--- config.mk ---
export PLATFORM = sky130hd
export DESIGN_NAME = fbpk_out_buf
export DESIGN_NICKNAME = d
export VERILOG_FILES = /design/src/rtl/fbpk_pkg.sv /design/src/rtl/fbpk_out_buf.sv
export SDC_FILE = /design/constraint.sdc
export NUM_CORES = 1
export LEC_CHECK = 0
export BUFFER_PORTS_ARGS = -buffer_cell sky130_fd_sc_hd__buf_4
export CAP_MARGIN = 0
export CORE_MARGIN = 3
export CORE_UTILIZATION = 47
export CTS_CLUSTER_SIZE = 30
export DETAILED_ROUTE_END_ITERATION = 10
export PLACE_DENSITY = 0.74
export SETUP_SLACK_MARGIN = 0.1
export SLEW_MARGIN = 40
export SYNTH_ARGS = -nofsm -noshare
export SYNTH_HDL_FRONTEND = slang
export SYNTH_SLANG_ARGS = --single-unit
--- constraint.sdc ---
create_clock -name clk -period 5.4 [get_ports clk]
set_input_delay 0.81 -clock clk [delete_from_list [all_inputs] [get_ports clk]]
set_output_delay 0.81 -clock clk [all_outputs]
set_load 0.1 [all_outputs]
--- src/rtl/fbpk_pkg.sv ---
package fbpk_pkg;

	localparam int IDX_W   = 11;
	localparam int S_W     = 32;
	localparam int PIQ_W   = 29;
	localparam int PROD_W  = S_W + PIQ_W;
	localparam int NSQ_W   = 21;
	localparam int D_W     = 22;
	localparam int Q_W     = 46;
	localparam int OUT_W   = 48;
	localparam int DEN_SHIFT = 16;
	localparam int RL_ZERO_SHIFT = 14;
	localparam int UNIT_SHIFT = 32;

	localparam logic [16:0] HALF_SPAN = 17'd1024;
	localparam logic [PIQ_W-1:0] PI_SQ_RECIP_Q32 = 29'd435171170;
	localparam logic [Q_W-1:0] ONE_Q32 = Q_W'(1) << UNIT_SHIFT;
	localparam logic [S_W-1:0] INV_INTERVAL_SQ_RESET = 32'd65536;

	typedef enum logic [1:0] {
		MODE_CONST       = 2'd0,
		MODE_RAM_LAK     = 2'd1,
		MODE_SHEPP_LOGAN = 2'd2
	} mode_t;

	typedef enum logic [0:0] {
		REG_FILTER_MODE     = 1'b0,
		REG_INV_INTERVAL_SQ = 1'b1
	} cfg_reg_t;

	typedef struct packed {
		logic           neg;
		logic [D_W-1:0] d;
		logic [D_W-1:0] r;
		logic [Q_W-1:0] nq;
	} cell_t;

endpackage

--- src/rtl/fbpk_out_buf.sv ---
module fbpk_out_buf (
	input  logic                               clk,
	input  logic                               arst_n,
	input  logic                               pipe_valid,
	input  fbpk_pkg::cell_t                    pipe_data,
	output logic                               advance,
	output logic                               coef_valid,
	input  logic                               coef_ready,
	output logic signed [fbpk_pkg::OUT_W-1:0] coefficient
);
	import fbpk_pkg::*;

	logic             skid_valid_q;
	logic [OUT_W-1:0] skid_data_q;
	logic [OUT_W-1:0] mag;
	logic [OUT_W-1:0] coef_next;
	logic             incoming;

	assign mag       = OUT_W'(pipe_data.nq);
	assign coef_next = pipe_data.neg ? -mag : mag;
	assign advance   = !skid_valid_q;
	assign incoming  = advance && pipe_valid;

	always_ff @(posedge clk or negedge arst_n) begin
		if (!arst_n) begin
			coef_valid   <= 1'b0;
			skid_valid_q <= 1'b0;
		end else if (!coef_valid || coef_ready) begin
			if (skid_valid_q) begin
				coef_valid   <= 1'b1;
				skid_valid_q <= 1'b0;
			end else begin
				coef_valid <= incoming;
			end
		end else if (incoming) begin
			skid_valid_q <= 1'b1;
		end
	end

	always_ff @(posedge clk) begin
		if (!coef_valid || coef_ready) begin
			coefficient <= skid_valid_q ? signed'(skid_data_q) : signed'(coef_next);
		end else if (incoming) begin
			skid_data_q <= coef_next;
		end
	end

	a_skid_behind_out: assert property (@(posedge clk) disable iff (!arst_n)
		skid_valid_q |-> coef_valid)
		else $error("Skid entry held while the output register is empty.");

	a_skid_fill_on_stall: assert property (@(posedge clk) disable iff (!arst_n)
		$rose(skid_valid_q) |-> $past(coef_valid && !coef_ready))
		else $error("Skid entry filled without a stalled output.");

endmodule

After elaboration in Yosys (flattened, before gate mapping)
Cells that the tools add are included.
{ "op_classes": {"reduce_logical": 6, "n_addsub": 1, "bitwise_logic": 1, "n_mux": 5} }
{ "ops": {"columns": ["cell", "count"], "rows": [
  ["$mux W48", 2],
  ["$neg A46 Y48", 1],
  ["$mux W1", 3],
  ["$logic_not A1 Y1", 2],
  ["$reduce_and A2 Y1", 1],
  ["$reduce_bool A2 Y1", 1],
  ["$logic_and A1 B1 Y1", 1],
  ["$logic_or A1 B1 Y1", 1],
  ["$not A1 Y1", 1]
]} }
{ "word_totals": {"wordCells": 17, "output_inout_bits": 50, "inputBits": 95, "regBits": 98} }

Longest topological paths before layout
{ "logic_depth": {"word_depth": 4, "mapped_depth": 8, "depth_no_buf": 7} }

Worst setup path after synthesis
Ideal clock, no wire load.
{ "synth_path": {"path_type": "flip-flop to flip-flop", "startpoint": "reg coef_valid", "endpoint": "reg skid_data_q[0], enable pin", "synth_period_minus_slack_ps": 6457, "setup_time_ps": 523, "slack_ps": -1057, "required_ps": 4877, "n_path_buf": 0, "path_stages_with_launch": 3, "t_arrival_ps": 5934, "path_cell_list": "dfrtp_1 -> nand2b_1 -> nor3b_1"} }
{ "synth_between": {"elab_chain_cells": 4} }
{ "synth_rtl": {"columns": ["element", "line_no", "text"], "rows": [
  ["start, declared", "fbpk_out_buf.sv:7", "output logic coef_valid,"],
  ["start signal, assigned", "fbpk_out_buf.sv:33", "coef_valid <= incoming;"],
  ["$logic_not A1 Y1", "fbpk_out_buf.sv:41", "if (!coef_valid || coef_ready) begin"],
  ["$logic_or A1 B1 Y1", "fbpk_out_buf.sv:41", null],
  ["$not A1 Y1 (no line)", null, null],
  ["$reduce_and A2 Y1 (no line)", null, null],
  ["end signal, assigned", "fbpk_out_buf.sv:44", "skid_data_q <= coef_next;"],
  ["end, declared", "fbpk_out_buf.sv:14", "logic [OUT_W-1:0] skid_data_q;"]
]} }
No other way between the ends.
A chain may end at the register's enable or synchronous reset.

Worst setup path after layout
{ "layout_path": {"startpoint": "in pipe_data[10] (netlist name)", "endpoint": "reg coefficient[32] (netlist name) (data pin)"} }
{ "layout_between": {"elab_chain_cells": 3} }
{ "layout_rtl": {"columns": ["element", "line_no", "text"], "rows": [
  ["start, declared", "fbpk_out_buf.sv:5", "input fbpk_pkg::cell_t pipe_data,"],
  ["$neg A46 Y48", "fbpk_out_buf.sv:20", "assign coef_next = pipe_data.neg ? -mag : mag;"],
  ["$mux W48", "fbpk_out_buf.sv:20", null],
  ["$mux W48", "fbpk_out_buf.sv:42", "coefficient <= skid_valid_q ? signed'(skid_data_q) : signed'(coef_next);"],
  ["end signal, assigned", "fbpk_out_buf.sv:42", null],
  ["end, declared", "fbpk_out_buf.sv:9", "output logic signed [fbpk_pkg::OUT_W-1:0] coefficient"]
]} }
No other way between the ends.

==> impl_metrics.ini <==
[synthesis]
netlist_area_sq_mm = 0.00493
ys_ff_latch = 98
synth.distinct_cells = 56
ys.flop_type = edfxtp_1
synth-edff-count = 96
yosys_warnings = 0
synth.yosys.seq_area_share_pct = 59.5
synthesis.nets = 477
synthArstFlopShare_pct = 2.04
avgSynthCellArea_sq_um = 12.9
netlist_instances = 381

[timing]
clock_skew_ns = 0.00591
min_period_ns = 3.19
min_period_over_period_pct = 59.1
slew_viol_final = 0
hold_viol = 0
finalSetupTns_ns = 0
grt_setup_unrepaired = false
worst_slew_pin_slew_ns = 0.762
setup_ws_ns = 2.21
fmax_mhz = 313
holdWs_ns = 0.197
slew_headroom_pct = 48.7
setup_viol = 0

[floorplanning]
die_x_um = 108
core_area_sq_mm = 0.0100
rows = 36
start_util_pct = 49.3
fp.dieH_um = 108
die-area_sq_mm = 0.0118
io_pins = 145

[finish]
multi_input_area_sq_mm = 0.00191
final_common_cell = buf_4
area_delta_synth_final_pct = 21.3
drive_gt1_share_pct = 33.1
final_nets = 572
final_cell_mix = buf_4, edfxtp_1, xnor2_1, mux2_2, nor2_1
regArea_sq_mm = 0.00293
diodes = 0
fill_cells = 832
fin_util_pct = 59.8

[worst_setup_path]
critPathLaunchType = input pin
crit_type = input pin to flop
cp-startpoint = pipe_data[10]
cp-end-kind = flop
reg2reg_from = skid_valid_q$_DFFE_PN0P_
path_max_fanout = 11
slowest_delay_ns = 0.68
worstPathRequired_ns = 5.56
critPathSlowestCell = nor4_1
crit_chain = buf_4 -> nor4_1 -> and4b_1 -> nand4_1 -> o21a_1 -> o311ai_0
cp_data_arrival_time_ns = 3.35

[clock_tree]
cts_max_path_buffers = 2
root_buffer = clkbuf_8
cts_resized = 0
insertion_delay_ns = 0.37
cts_buffers = 9
cts.clk_slew.worst_paths_ns = 0.09
cts-htree-levels = 3
cts.sinks = 98
ctsHoldBuffers = 0
cts_tree = done
post_cts_buffers = 0

[pwr]
powerDensity_mw_per_mm2 = 328
p_leak_nw = 2.13
peakVddDrop_v = 0.000174

[routing]
wl_per_cell_um = 18.6
firstDrtPassIters = 4
drc = 0
drtAntennaViolNets = 0
drtIter0Drc = 217
routed_wl_um = 11400
avgViaCountPerCell = 5.77
num_vias = 3535

[grt]
antenna_found_initial = 0
grt_pass1_vias = 3616
grtUsageTotal_pct = 20.2
grt_pass1_wl_um = 18100
globalRouteOverflowTotal = 0
grt_max_degree = 52

[placement]
post-place-ws_ns = 1.97
dp_hpwl_um = 7610
io_buffers = 100
gp_congestion = 0.784

[hold_path]
min_path_type = input pin to async pin

[run_status]
status = complete, no violations

[job]
drv_cap = 0
==> routing by layer <==
metal / global-route usage [%] / wire, um / part of all wire (%)
met2: 32.3 / 5510 / 48
met3: 3.16 / 852 / 7.5
met5: 0 / 0 / 0
met1: 26.8 / 4790 / 42
met4: 10.4 / 243 / 2.1
==> report_power, final <==
group	leakage [nW]	internal (mW)	switching [mW]
Clock	0.0762	0.164	0.251
Combinational	1.11	0.151	0.459
Sequential	0.947	0.920	0.0177
Total	2.13	1.24	0.727
==> area by class of cell <==
type,instances,share of cell area [%]
clock buffers,12,2.26
multi-input cells,252,31.9
clock inverters,3,0.293
repair buffers,104,13.0
well taps,133,2.78
flip-flops and latches,98,49.0
inverters,11,0.690
==> sequential cells by signal, summed over array words and instances, names as in the netlist <==
name and count:
coefficient 48, skid_data_q 48, coef_valid 1, skid_valid_q 1
==> worst max-delay path, delay by kind of cell <==
family          cells  cell delay [ns]
simple gates        3             1.77
compound gates      2             0.65
buf+inv             1             0.12
==> final timing paths <==
check                                                 end  slack (ns)  cells past startpoint
worst max-delay path            coefficient[32]$_DFFE_PN_        2.21                      6
max in group asynchronous        skid_valid_q$_DFFE_PN0P_        5.12                      1
worst min register to register   coefficient[1]$_DFFE_PN_        0.55                      1
worst min-delay path               coef_valid$_DFFE_PN0N_        0.20                      1
min in group clk                 coefficient[1]$_DFFE_PN_        0.55                      1
worst max register to register  coefficient[37]$_DFFE_PN_        3.30                      7
==> cell usage after synthesis, drive strengths merged (2+ instances only) <==
cell type   n  share of area [%]
a21oi       4               0.41
a22o        2               0.36
a22oi       4               0.61
a311o       2               0.41
a31oi       6               0.76
and2        4               0.51
and3        2               0.25
buf         5               0.46
clkbuf     15                1.1
dfrtp       2                1.0
edfxtp     96                 58
inv        10               0.76
mux2       32                7.3
mux2i       2               0.41
nand2      19                1.4
nand2b      4               0.51
nand3       7               0.71
nand4       4               0.51
nand4b      4               0.71
nor2       20                1.5
nor3        8               0.81
nor3b       2               0.30
nor4       10                1.7
o211ai      4               0.61
o21a        2               0.30
o21ai      15                1.5
o311ai      6                1.1
o31a        3               0.53
o31ai       9                1.4
o41ai       6                1.1
or2         2               0.25
or3         6               0.86
or4         8                1.4
xnor2      32                5.7
xor2       10                1.8
==> kinds of logic after synthesis <==
kind of cell / synth area share [%]
AND/OR/NAND/NOR: 12.4
flip-flops: 59.5
AO/OA/AOI/OAI: 10.3
XOR/XNOR: 7.46
multiplexers: 7.71
buffers and inverters: 2.44
adder cells (fa/ha/maj): 0.254
==> through the flow <==
stage	power, mW	cells	cell area (sq um)
finish	1.96	613	5980
global placement	1.56	598	5810
detailed placement	1.57	598	5830
floorplan	1.42	381	4940
global route	2.03	613	5980
CTS	1.97	613	5980
(Power assumes the default switching activity.)
