`config.mk`:
```
export PLATFORM = sky130hd
export DESIGN_NAME = fbpk_div_cell
export DESIGN_NICKNAME = d
export VERILOG_FILES = /design/src/rtl/fbpk_pkg.sv /design/src/rtl/fbpk_div_cell.sv
export SDC_FILE = /design/constraint.sdc
export NUM_CORES = 1
export LEC_CHECK = 0
export CORE_ASPECT_RATIO = 0.7
export CORE_MARGIN = 2
export CORE_UTILIZATION = 40
export CTS_BUF_LIST = sky130_fd_sc_hd__clkbuf_2 sky130_fd_sc_hd__clkbuf_4 sky130_fd_sc_hd__clkbuf_8
export DETAILED_ROUTE_END_ITERATION = 10
export DONT_BUFFER_PORTS = 1
export PLACE_DENSITY_LB_ADDON = 0.2
export SLEW_MARGIN = 20
export SYNTH_ARGS = -nofsm -noshare
export SYNTH_HDL_FRONTEND = slang
export SYNTH_SLANG_ARGS = --single-unit
```
`constraint.sdc`:
```
create_clock -name clk -period 0.8 [get_ports clk]
set_input_delay 0 -clock clk [delete_from_list [all_inputs] [get_ports clk]]
set_output_delay 0 -clock clk [all_outputs]
set_load 0.05 [all_outputs]
```
`src/rtl/fbpk_pkg.sv`:
```
package fbpk_pkg;

	localparam int IDX_W   = 11;
	localparam int S_W     = 32;
	localparam int PIQ_W   = 29;
	localparam int PROD_W  = S_W + PIQ_W;
	localparam int NSQ_W   = 21;
	localparam int D_W     = 22;
	localparam int Q_W     = 46;
	localparam int OUT_W   = 48;
	localparam int DEN_SHIFT = 16;
	localparam int RL_ZERO_SHIFT = 14;
	localparam int UNIT_SHIFT = 32;

	localparam logic [16:0] HALF_SPAN = 17'd1024;
	localparam logic [PIQ_W-1:0] PI_SQ_RECIP_Q32 = 29'd435171170;
	localparam logic [Q_W-1:0] ONE_Q32 = Q_W'(1) << UNIT_SHIFT;
	localparam logic [S_W-1:0] INV_INTERVAL_SQ_RESET = 32'd65536;

	typedef enum logic [1:0] {
		MODE_CONST       = 2'd0,
		MODE_RAM_LAK     = 2'd1,
		MODE_SHEPP_LOGAN = 2'd2
	} mode_t;

	typedef enum logic [0:0] {
		REG_FILTER_MODE     = 1'b0,
		REG_INV_INTERVAL_SQ = 1'b1
	} cfg_reg_t;

	typedef struct packed {
		logic           neg;
		logic [D_W-1:0] d;
		logic [D_W-1:0] r;
		logic [Q_W-1:0] nq;
	} cell_t;

endpackage

```
`src/rtl/fbpk_div_cell.sv`:
```
module fbpk_div_cell (
	input  logic            clk,
	input  logic            arst_n,
	input  logic            en,
	input  logic            prev_valid,
	input  fbpk_pkg::cell_t prev_data,
	output logic            valid,
	output fbpk_pkg::cell_t data
);
	import fbpk_pkg::*;

	logic [D_W:0] trial;
	logic [D_W:0] diff;
	logic         ge;
	cell_t        next;

	// One restoring step: bring down the next dividend bit and try the divisor.
	assign trial = {prev_data.r, prev_data.nq[Q_W-1]};
	assign diff  = trial - {1'b0, prev_data.d};
	assign ge    = (trial >= {1'b0, prev_data.d});

	always_comb begin
		next.neg = prev_data.neg;
		next.d   = prev_data.d;
		next.r   = ge ? diff[D_W-1:0] : trial[D_W-1:0];
		next.nq  = {prev_data.nq[Q_W-2:0], ge};
	end

	always_ff @(posedge clk or negedge arst_n) begin
		if (!arst_n) begin
			valid <= 1'b0;
		end else if (en) begin
			valid <= prev_valid;
		end
	end

	always_ff @(posedge clk) begin
		if (en) begin
			data <= next;
		end
	end

	a_rem_below_divisor: assert property (@(posedge clk) disable iff (!arst_n)
		valid |-> (data.r < data.d))
		else $error("Partial remainder is not below the divisor.");

endmodule

```
# == After elaboration in Yosys (flattened, before gate mapping) ==
# Cells that the tools add are included.
# classes
addsub,1
multipliers,0
div_mod_pow,0
n_lt_le_gt_ge,1
eq_ne,0
shifts,0
muxes,1
n_bitwise,0
n_reduce_logical,0
# op_table
operator,n
$ge 23x22->1,1
$mux 22,1
$sub 22x22->22,1
# word_totals
reg_bits,92
latchBits,0
mem_bits_rw,0
romBits,0
in_bits,95
n_memories,0

# == Longest topological paths before layout ==
# Gate-level depths: netlist (run 1).
# depth
depth_word,2
ltp_mapped,10
depth_no_buf,10

# == Worst setup path before layout (run 1) ==
# No wires, ideal clock.
# synth_timing
kind,input-to-reg
from,in prev_data[78] (netlist bit)
to,reg data[49] (netlist bit) (data pin)
setup_ns,0.260
arrival_time_ns,2.056
setup_slack_ns,-1.516
path_stages,10
cell_sequence,inv_1 ha_1 clkbuf_1 nand2_1 or3_1 a211o_1 a2111oi_4 nor2_2 buf_6 mux2_4
# synth_rtl
element,line,source
"start, declared",fbpk_div_cell.sv:6,"input fbpk_pkg::cell_t prev_data,"
"end signal, assigned",fbpk_div_cell.sv:39,data <= next;
"end, declared",fbpk_div_cell.sv:8,output fbpk_pkg::cell_t data

==> results of run 1 <==
-- layout make-up --
cell class | count | area, um2 | area share
clock inverters | 7 | 70.07 | 0.009010
clock buffers | 9 | 123.9 | 0.01593
well taps | 153 | 191.4 | 0.02462
multi-input cells | 208 | 1768 | 0.2274
flip-flops and latches | 92 | 2759 | 0.3548
repair buffers | 278 | 2709 | 0.3484
inverters | 30 | 155.1 | 0.01995
-- logic make-up after synthesis --
| group | after synthesis | share of synthesized area |
|---|---|---|
| AOI/OAI and AO/OA | 72 | 0.1030 |
| xor gates and xnor gates | 15 | 0.02908 |
| adders and majority gates | 23 | 0.06536 |
| buffers and inverters | 42 | 0.03932 |
| DFF | 92 | 0.6104 |
| muxes | 24 | 0.07339 |
| and+or+nand+nor | 71 | 0.07948 |
-- timing repair --
action / CTS / global route
resized for setup: 100 / 5
cloned: 3 / 0
endpoints found under the setup margin: 115 / 115
buffers inserted: 6 / 1
endpoints found under the hold margin: 182 / 93
pin swaps: 10 / 4
hold buffers: 91 / 1
-- critical path, stage by stage --
cell and delay [ns]:
inv_12 0.01, ha_4 0.24, nand4_1 0.19, or3_4 0.38, a211o_1 0.28, a2111oi_4 0.38, buf_4 0.21, nor2_4 0.09
mux2_4 0.34
-- flip-flops by register name, indices dropped and copies added (netlist names) --
register,flops
data,91
valid,1
-- path summary, 6_finish.rpt --
check | start | to | slack (ns) | depth (start not counted)
hold / removal | en | data[22] | -0.25 | 0
setup reg to reg | valid | valid | 0.02 | 1
max in group asynchronous | arst_n | valid | 0.31 | 2
min in group asynchronous | arst_n | valid | 0.38 | 2
hold reg to reg | valid | valid | 0.54 | 1
setup / recovery | prev_data[82] | data[48] | -1.20 | 9
-- metrics by stage --
step | instance area [um2] | util | power, W | std cells | setup TNS (ns)
4_1_cts | 7732 | 0.7023 | 0.01470 | 775 | -38.99
3_3_place_gp | 6186 | 0.5618 | 0.01075 | 659 | -38.79
6_report | 7776 | 0.7063 | 0.01462 | 777 | -38.34
2_1_floorplan | 4706 | - | 0.009195 | 339 | -33.57
3_5_place_dp | 6186 | 0.5618 | 0.01079 | 659 | -39.61
5_1_grt | 7776 | 0.7063 | 0.01520 | 777 | -42.79
-- where the power goes --
group	switching (W)	leakage, nW	total, W	internal (W)
Combinational	0.00295	2.26	0.00545	0.00250
Sequential	0.000233	0.901	0.00611	0.00588
Clock	0.00185	0.0951	0.00306	0.00121
Total	0.00503	3.26	0.0146	0.00958
-- cells in the final DEF (no fill, tap or decap), types with 3 or more instances in the layout --
cell / count
dlygate4sd3_1: 92
edfxtp_1: 91
buf_6: 91
buf_4: 91
a21oi_1: 26
inv_1: 23
nand2_1: 22
mux2_4: 20
ha_1: 14
nor2_1: 12
o21ai_0: 10
clkbuf_8: 9
xor2_1: 8
ha_4: 8
nor3_1: 7
xnor2_1: 7
nand4_1: 6
a21o_1: 5
o21ai_1: 4
nor2_4: 4
buf_12: 4
nand3_1: 3
a211oi_1: 3
nor2b_1: 3
o22ai_1: 3
and4_1: 3
inv_6: 3
-- layer usage --
layer  global-route usage  part of all wire
met5                    0                 0
met4              0.03812            0.0028
met3              0.05604             0.085
met2               0.3592              0.48
met1               0.2933              0.43
==> metrics, run 1 <==
CP Max Fanout 6; RSZ-0062 raised after global routing yes; post-synthesis async set-or-reset flop share 0.01087; drt drc 0; via count 3809; dpl hpwl 8741 um; critical path class in2reg; post-route ant nets 0; ys flop type edfxtp_1; # fillers approximately 760; TritonRoute pass-1 iters 4; Worst Skew 0 ns; Worst Path Arrival 2.12 ns; Ys Warns 0; IO buf count 0; clock sinks 92; maximum vdd drop 0.001146 V; overall fraction of global-route tracks in use 0.2177; vias per inst 4.902; fmax 499.6 MHz; first-pass GRT wire length ~20000 um; Slew Limit Headroom 0.6436; Hold Vio Cnt, Final 92; Layout area overhead 72.11%; num rows 32; clk slew on worst S/H paths 0.10 ns; Detailed Route Iter0 Violations about 230; layout cells sized above 1 0.4006; drt total wl around 14000 um; Post-Syn Area 4518 um2; syn_area_per_cell about 13 um2; initial antenna violation count 0; diodes inserted 0; clock root cell clkbuf_8; Worst Setup End Kind flip-flop; Die ar. 12170 um2; Seq cells post-synth 92; Place WS -1.782 ns; Slew @ Worst Pin between 0.5 and 0.6 ns; Synth top area share 0.6048; final setup margin -1.201 ns; LEAKAGE 3.258 nW; Final Setup Violations roughly 120; initial core utilization 0.4103; htree depth 3; wire per inst 17.38 um; nets 737; synth top area cells edfxtp_1 (60%), ha_1 (6.1%), mux2_4 (5.6%), a21oi_1 (2.9%), inv_1 (2.4%); violated checks negative hold slack, negative setup slack; largest net degree at the start of global routing 93; routability cong. 0.8324; Fin Hold WS -0.2511 ns; CP required 0.92 ns; Post-Syn Instances 339; Distinct cells, synth 53; CTS Buf Count 9; vias in the first global route 3853; top post-synthesis cells by count edfxtp_1 (91), inv_1 (29), a21oi_1 (26), nand2_1 (23), ha_1 (22); most common cell in the netlist edfxtp_1; outcome finished, violations left; # Max-Cap Violations 0; Pwr Density ~1900 nW/um2; Worst-Skew Late Latency ~0.35 ns; CP startpoint kind input port; CTS Buffer Depth 2; Die Wd between 100 and 150 um; Worst Hold Class in2reg; Period Utilization, post-route 2.502; Final min period 2.001 ns; Seq/Total Area, Yosys 0.6104; Synth area leader edfxtp_1; Die Y-Extent 92.92 um; EDFF count, synth 91; Top Ports 187; Syn Nets 457; TritonCTS clock tree done; Slew Limit Fails 0; core area 11010 um2; GRT overflow 0
Power figures use the tool's default switching activity.
==> run 2: changes to the inputs <==
--- a/config.mk
+++ b/config.mk
@@ -11,6 +11,7 @@
 export CTS_BUF_LIST = sky130_fd_sc_hd__clkbuf_2 sky130_fd_sc_hd__clkbuf_4 sky130_fd_sc_hd__clkbuf_8
 export DETAILED_ROUTE_END_ITERATION = 10
 export DONT_BUFFER_PORTS = 1
+export MAX_ROUTING_LAYER = met4
 export PLACE_DENSITY_LB_ADDON = 0.2
 export SLEW_MARGIN = 20
 export SYNTH_ARGS = -nofsm -noshare
==> constraint.sdc (replaced) <==
create_clock -name clk -period 1.8 [get_ports clk]
set_input_delay 0 -clock clk [delete_from_list [all_inputs] [get_ports clk]]
set_output_delay 0 -clock clk [all_outputs]
set_load 0.05 [all_outputs]
==> run 2 against run 1 <==
The flow still finishes with violations (negative hold slack, negative setup slack). Critical path depth did not move. Clock skew is the same. Sequential power shrank 44%. Cell area decreased by 14%. Clock power shrank 55%. Worst hold slack got worse by 0.017 ns. Combinational power shrank 78%. Cell count decreased by 12%. Utilization is 10 points lower. First-iteration DRC count shrank 12%. Wire length fell by 7.2%. Count of clock-buffer cells in the layout stayed put. Largest power group unchanged.
==> metrics, run 2 (synthesized netlist as in run 1, its figures left out) <==
outcome finished, violations left; violated checks negative hold slack, negative setup slack; diodes inserted 0; Hold Vio Cnt, Final 92; LEAKAGE 2.667 nW; clock root cell clkbuf_8; num rows 32; Worst Hold Class in2reg; most common cell after layout, fill and taps aside dlygate4sd3_1; routability cong. 0.8193; wire per inst approximately 18 um; clk slew on worst S/H paths 0.10 ns; Die ar. around 12000 um2; RSZ-0062 raised after global routing yes; Pwr Density roughly 900 nW/um2; Int Power 0.003864 W; Slew Limit Headroom 0.6309; final non-filler cell total 680; critical path class in2reg; CP Max Fanout 6; largest net degree at the start of global routing 93; clock sinks approximately 90; Die Y-Extent 92.92 um; first-pass GRT wire length 18220 um; Worst Skew 0 ns; IO buf count 0; register with the most flip-flops data; layout cells sized above 1 0.2884; sequential share of power 0.572; Worst-Skew Late Latency 0.37 ns; Slew @ Worst Pin 0.5536 ns; maximum vdd drop around 0.00046 V; Die Wd ~130 um; overall fraction of global-route tracks in use 0.2087; Detailed Route Iter0 Violations roughly 200; initial antenna violation count 0; Comb power frac 0.199; Period Utilization, post-route 1.066; Fin Hold WS -0.2679 ns; Clk pwr share 0.229; post-route ant nets 0; CTS Buf Count 9; commonest cells after routing, fill and taps aside dlygate4sd3_1 (93), edfxtp_1 (91), buf_4 (86); Post-Place Cells 562; Top Registers data (91), valid (1); Worst Setup End Kind flip-flop; CP required a little under 2 ns; drt total wl 12530 um; CTS Buffer Depth 2; Top Ports 187; vias in the first global route 3478; TritonRoute pass-1 iters 4; Psw 0.002144 W; hold buffer count at CTS 93; core area between 10000 and 15000 um2; CP startpoint kind input port; # Max-Cap Violations 0; Layout area overhead 47.60%; via count 3449; drt drc 0; Final min period between 1.5 and 2 ns; Switching Fraction 0.3568; vias per inst slightly above 5; final setup margin -0.1182 ns; Worst Path Arrival around 2.1 ns; nets 640; dpl hpwl 8317 um; initial core utilization 0.4103; Final Setup Violations 22; max FFs per register just over 90; Slew Limit Fails 0; htree depth 3; GRT overflow 0; fmax 521.3 MHz; TritonCTS clock tree done
[run 2: layout make-up]
class                   count  area [um2]
inverters                  30       162.7
clock inverters             7       72.57
repair buffers            181        1599
flip-flops and latches     92        2758
multi-input cells         208        1762
clock buffers               9       123.9
fillers                   887        4342
well taps                 153       191.4
[run 2: per-layer routing]
layer | vias up | global-route usage | part of all wire
li1 | 1647 | - | -
met5 | - | - | 0
met2 | 133 | 0.3122 | 0.46
met3 | 17 | 0.05661 | 0.067
met1 | 1652 | 0.2782 | 0.46
met4 | 0 | 0.06383 | 0.015
[run 2: worst max-delay path, cell delays in order]
cell	delay (ns)
inv_8	0.01
ha_4	0.25
nand4_1	0.16
or3_4	0.37
a211o_1	0.28
a2111oi_4	0.33
buf_4	0.21
nor2_4	0.10
mux2_4	0.33
[run 2: path summary, 6_finish.rpt]
path	start	slack, ns	endpoint	cells past startpoint
worst max register to register	valid	0.23	valid	2
worst min-delay path	en	-0.27	data[21]	0
min in group asynchronous	arst_n	0.36	valid	2
max in group asynchronous	arst_n	1.34	valid	2
worst max-delay path	prev_data[79]	-0.12	data[65]	9
worst min register to register	valid	1.45	valid	2
[run 2: timing repair]
| item | CTS | global route |
|---|---|---|
| hold endpoints to repair | 183 | 92 |
| pin swaps | 8 | 4 |
| setup buffers | 4 | 2 |
| gates resized for setup | 18 | 1 |
| endpoints found under the setup margin | 23 | 22 |
| cloned | 3 | 0 |
[run 2: through the flow]
stage / setup TNS, ns / area [um2] / setup slack (ns) / total power [W] / utilization
global route: -3.681 / 6669 / -0.1969 / 0.006261 / 0.6057
floorplan: -10.47 / 4705 / -0.5069 / 0.004086 / -
finish: -2.128 / 6669 / -0.1182 / 0.006008 / 0.6057
detailed placement: -16.65 / 5406 / -0.7666 / 0.004458 / 0.4910
CTS: -1.052 / 6648 / -0.07322 / 0.006063 / 0.6038
global placement: -16.02 / 5406 / -0.7387 / 0.004443 / 0.4910
[run 2: power groups by stage]
stage          logic [W]  registers, W  clock network [W]
2_1_floorplan   0.000631       0.00346                  0
4_1_cts          0.00118       0.00344            0.00144
3_5_place_dp    0.000968       0.00349                  0
6_report         0.00119       0.00344            0.00138
3_3_place_gp    0.000952       0.00349                  0
5_1_grt          0.00129       0.00346            0.00150
==> run 3: changes to the inputs <==
--- a/config.mk
+++ b/config.mk
@@ -7,12 +7,13 @@
 export LEC_CHECK = 0
 export CORE_ASPECT_RATIO = 0.7
 export CORE_MARGIN = 2
-export CORE_UTILIZATION = 40
+export CORE_UTILIZATION = 50
 export CTS_BUF_LIST = sky130_fd_sc_hd__clkbuf_2 sky130_fd_sc_hd__clkbuf_4 sky130_fd_sc_hd__clkbuf_8
 export DETAILED_ROUTE_END_ITERATION = 10
 export DONT_BUFFER_PORTS = 1
 export MAX_ROUTING_LAYER = met4
 export PLACE_DENSITY_LB_ADDON = 0.2
+export SKIP_LAST_GASP = 1
 export SLEW_MARGIN = 20
 export SYNTH_ARGS = -nofsm -noshare
 export SYNTH_HDL_FRONTEND = slang
==> run 3 against run 2 <==
The run still ends with negative hold slack, negative setup slack left. Setup slack got worse by 0.023 ns. Sequential cell count unchanged. Register-to-register slack about the same. Worst hold slack improved by 0.020 ns. Combinational power about the same. Wire length increased by 0.79%. Non-clock buffer count unchanged. Via count increased by 1.9%. Sequential power about the same. Utilization increased by 16 points. Die area decreased by 19%. First-iteration DRC count increased by 37%. Critical endpoint unchanged. Largest cell class unchanged. Largest power group unchanged.
==> metrics, run 3 (synthesized netlist as in run 1, its figures left out) <==
outcome finished, violations left; violated checks negative hold slack, negative setup slack; Final min period 1.941 ns; initial antenna violation count 0; Layout area overhead 46.64%; Worst-Skew Late Latency 0.35 ns; post-route ant nets 0; most common cell after layout, fill and taps aside dlygate4sd3_1; area of the multi-input gates 1759 um2; commonest cells after routing, fill and taps aside dlygate4sd3_1 (94), edfxtp_1 (91), buf_4 (83); core area 8618 um2; Die Y-Extent 83.53 um; CP required approximately 1.9 ns; initial core utilization 0.5242; Die ar. a little under 10000 um2; Worst Path Arrival 2.06 ns; vias per inst 5.433; sequential cell area 2758 um2; Fin Hold WS -0.2481 ns; CTS Buffer Depth 2; Detailed Route Iter0 Violations 277; Top Ports approximately 190; largest net degree at the start of global routing 93; Final Setup Violations 22; Hold Vio Cnt, Final 91; Crit path max-delay family simple AND/OR/NAND/NOR gates; clock root cell clkbuf_8; fmax 515.2 MHz; TritonCTS clock tree done; nets 640; max FFs per register 91; Period Utilization, post-route 1.078; Worst Hold Class in2reg; Post-Place Cells 527; Pwr Density about 920 nW/um2; layout cells sized above 1 0.2865; LEAKAGE 2.670 nW; register with the most flip-flops data; slowest stage delay, CP 0.38 ns; GRT overflow 0; Slew Limit Fails 0; vias in the first global route 3589; CP startpoint kind input port; drt drc 0; drt total wl 12620 um; clock sinks 92; Top Registers data (91), valid (1); Buf+Inv Stages, Crit Path 2; wire per inst 19.51 um; Worst Skew 0 ns; overall fraction of global-route tracks in use 0.2663; TritonRoute pass-1 iters 5; Die Wd between 100 and 150 um; CP Max Fanout 6; # fillers 574; maximum vdd drop between 0.0005 and 0.0006 V; Slew Limit Headroom 0.6216; TNS Setup -2.619 ns; routability cong. 0.9125; final setup margin -0.1408 ns; critical path cell sequence inv_4 > ha_4 > nand4_1 > or3_4 > a211o_1 > a2111oi_4 > buf_6 > nor2_4 > mux2_4; Total Power about 0.0061 W; critical path class in2reg; first-pass GRT wire length a little under 20000 um; final non-filler cell total ~650; Slew @ Worst Pin 0.5617 ns; Worst Setup End Kind flip-flop; CTS Buf Count 9; dpl hpwl around 8000 um; num rows 28; clk slew on worst S/H paths 0.09 ns; # Max-Cap Violations 0; htree depth 3; IO buf count 0; diodes inserted 0; via count 3515; RSZ-0062 raised after global routing yes; slowest stage cell, crit path or3_4
[run 3: cell type report]
cell class / count / area share
clock buffer: 9 / 0.01870
multi-input combinational: 208 / 0.2655
clock inverter: 7 / 0.01209
tap: 120 / 0.02266
sequential: 92 / 0.4162
timing repair buffer: 181 / 0.2429
inverter: 30 / 0.02191
[run 3: timing repair]
action	4_1_cts	5_1_grt
hold buffers	93	1
pin swaps	8	4
setup endpoints to repair	23	23
endpoints found under the hold margin	183	92
resized for setup	12	3
gates cloned	3	0
setup buffers	7	0
[run 3: final timing paths]
check | cells after the start | to | slack [ns] | from
min in group asynchronous | 2 | valid | 0.39 | arst_n
max in group asynchronous | 2 | valid | 1.31 | arst_n
hold reg to reg | 2 | valid | 1.45 | valid
hold / removal | 0 | data[79] | -0.25 | en
setup / recovery | 9 | data[65] | -0.14 | prev_data[81]
setup reg to reg | 2 | valid | 0.23 | valid
[run 3: worst register-to-register path: stages (launching register included)]
cell and delay [ns]:
dfrtp_1 0.57, mux2_2 0.34, dlygate4sd3_1 0.55
[run 3: power breakdown]
part           internal (W)  total (W)  switching, W
Sequential          0.00263    0.00345      0.000819
Combinational      0.000699    0.00121      0.000507
Clock              0.000661    0.00142      0.000758
[run 3: routing by layer]
metal,up-vias,track usage,share of wire
met5,-,-,0
met4,0,0.06572,0.015
met3,19,0.06148,0.082
met2,180,0.4387,0.49
met1,1676,0.3371,0.42
li1,1640,-,-
[run 3: stage by stage]
step           setup WS, ns  hold WS (ns)  instance area (um2)  utilization
6_report            -0.1408       -0.2481                 6625       0.7687
5_1_grt             -0.1743       -0.2734                 6625       0.7687
4_1_cts            -0.07579       -0.2783                 6608       0.7667
3_5_place_dp        -0.7476       -0.2955                 5350       0.6208
3_3_place_gp        -0.6602       -0.2955                 5350       0.6208
2_1_floorplan       -0.5069       -0.2956                 4705            -
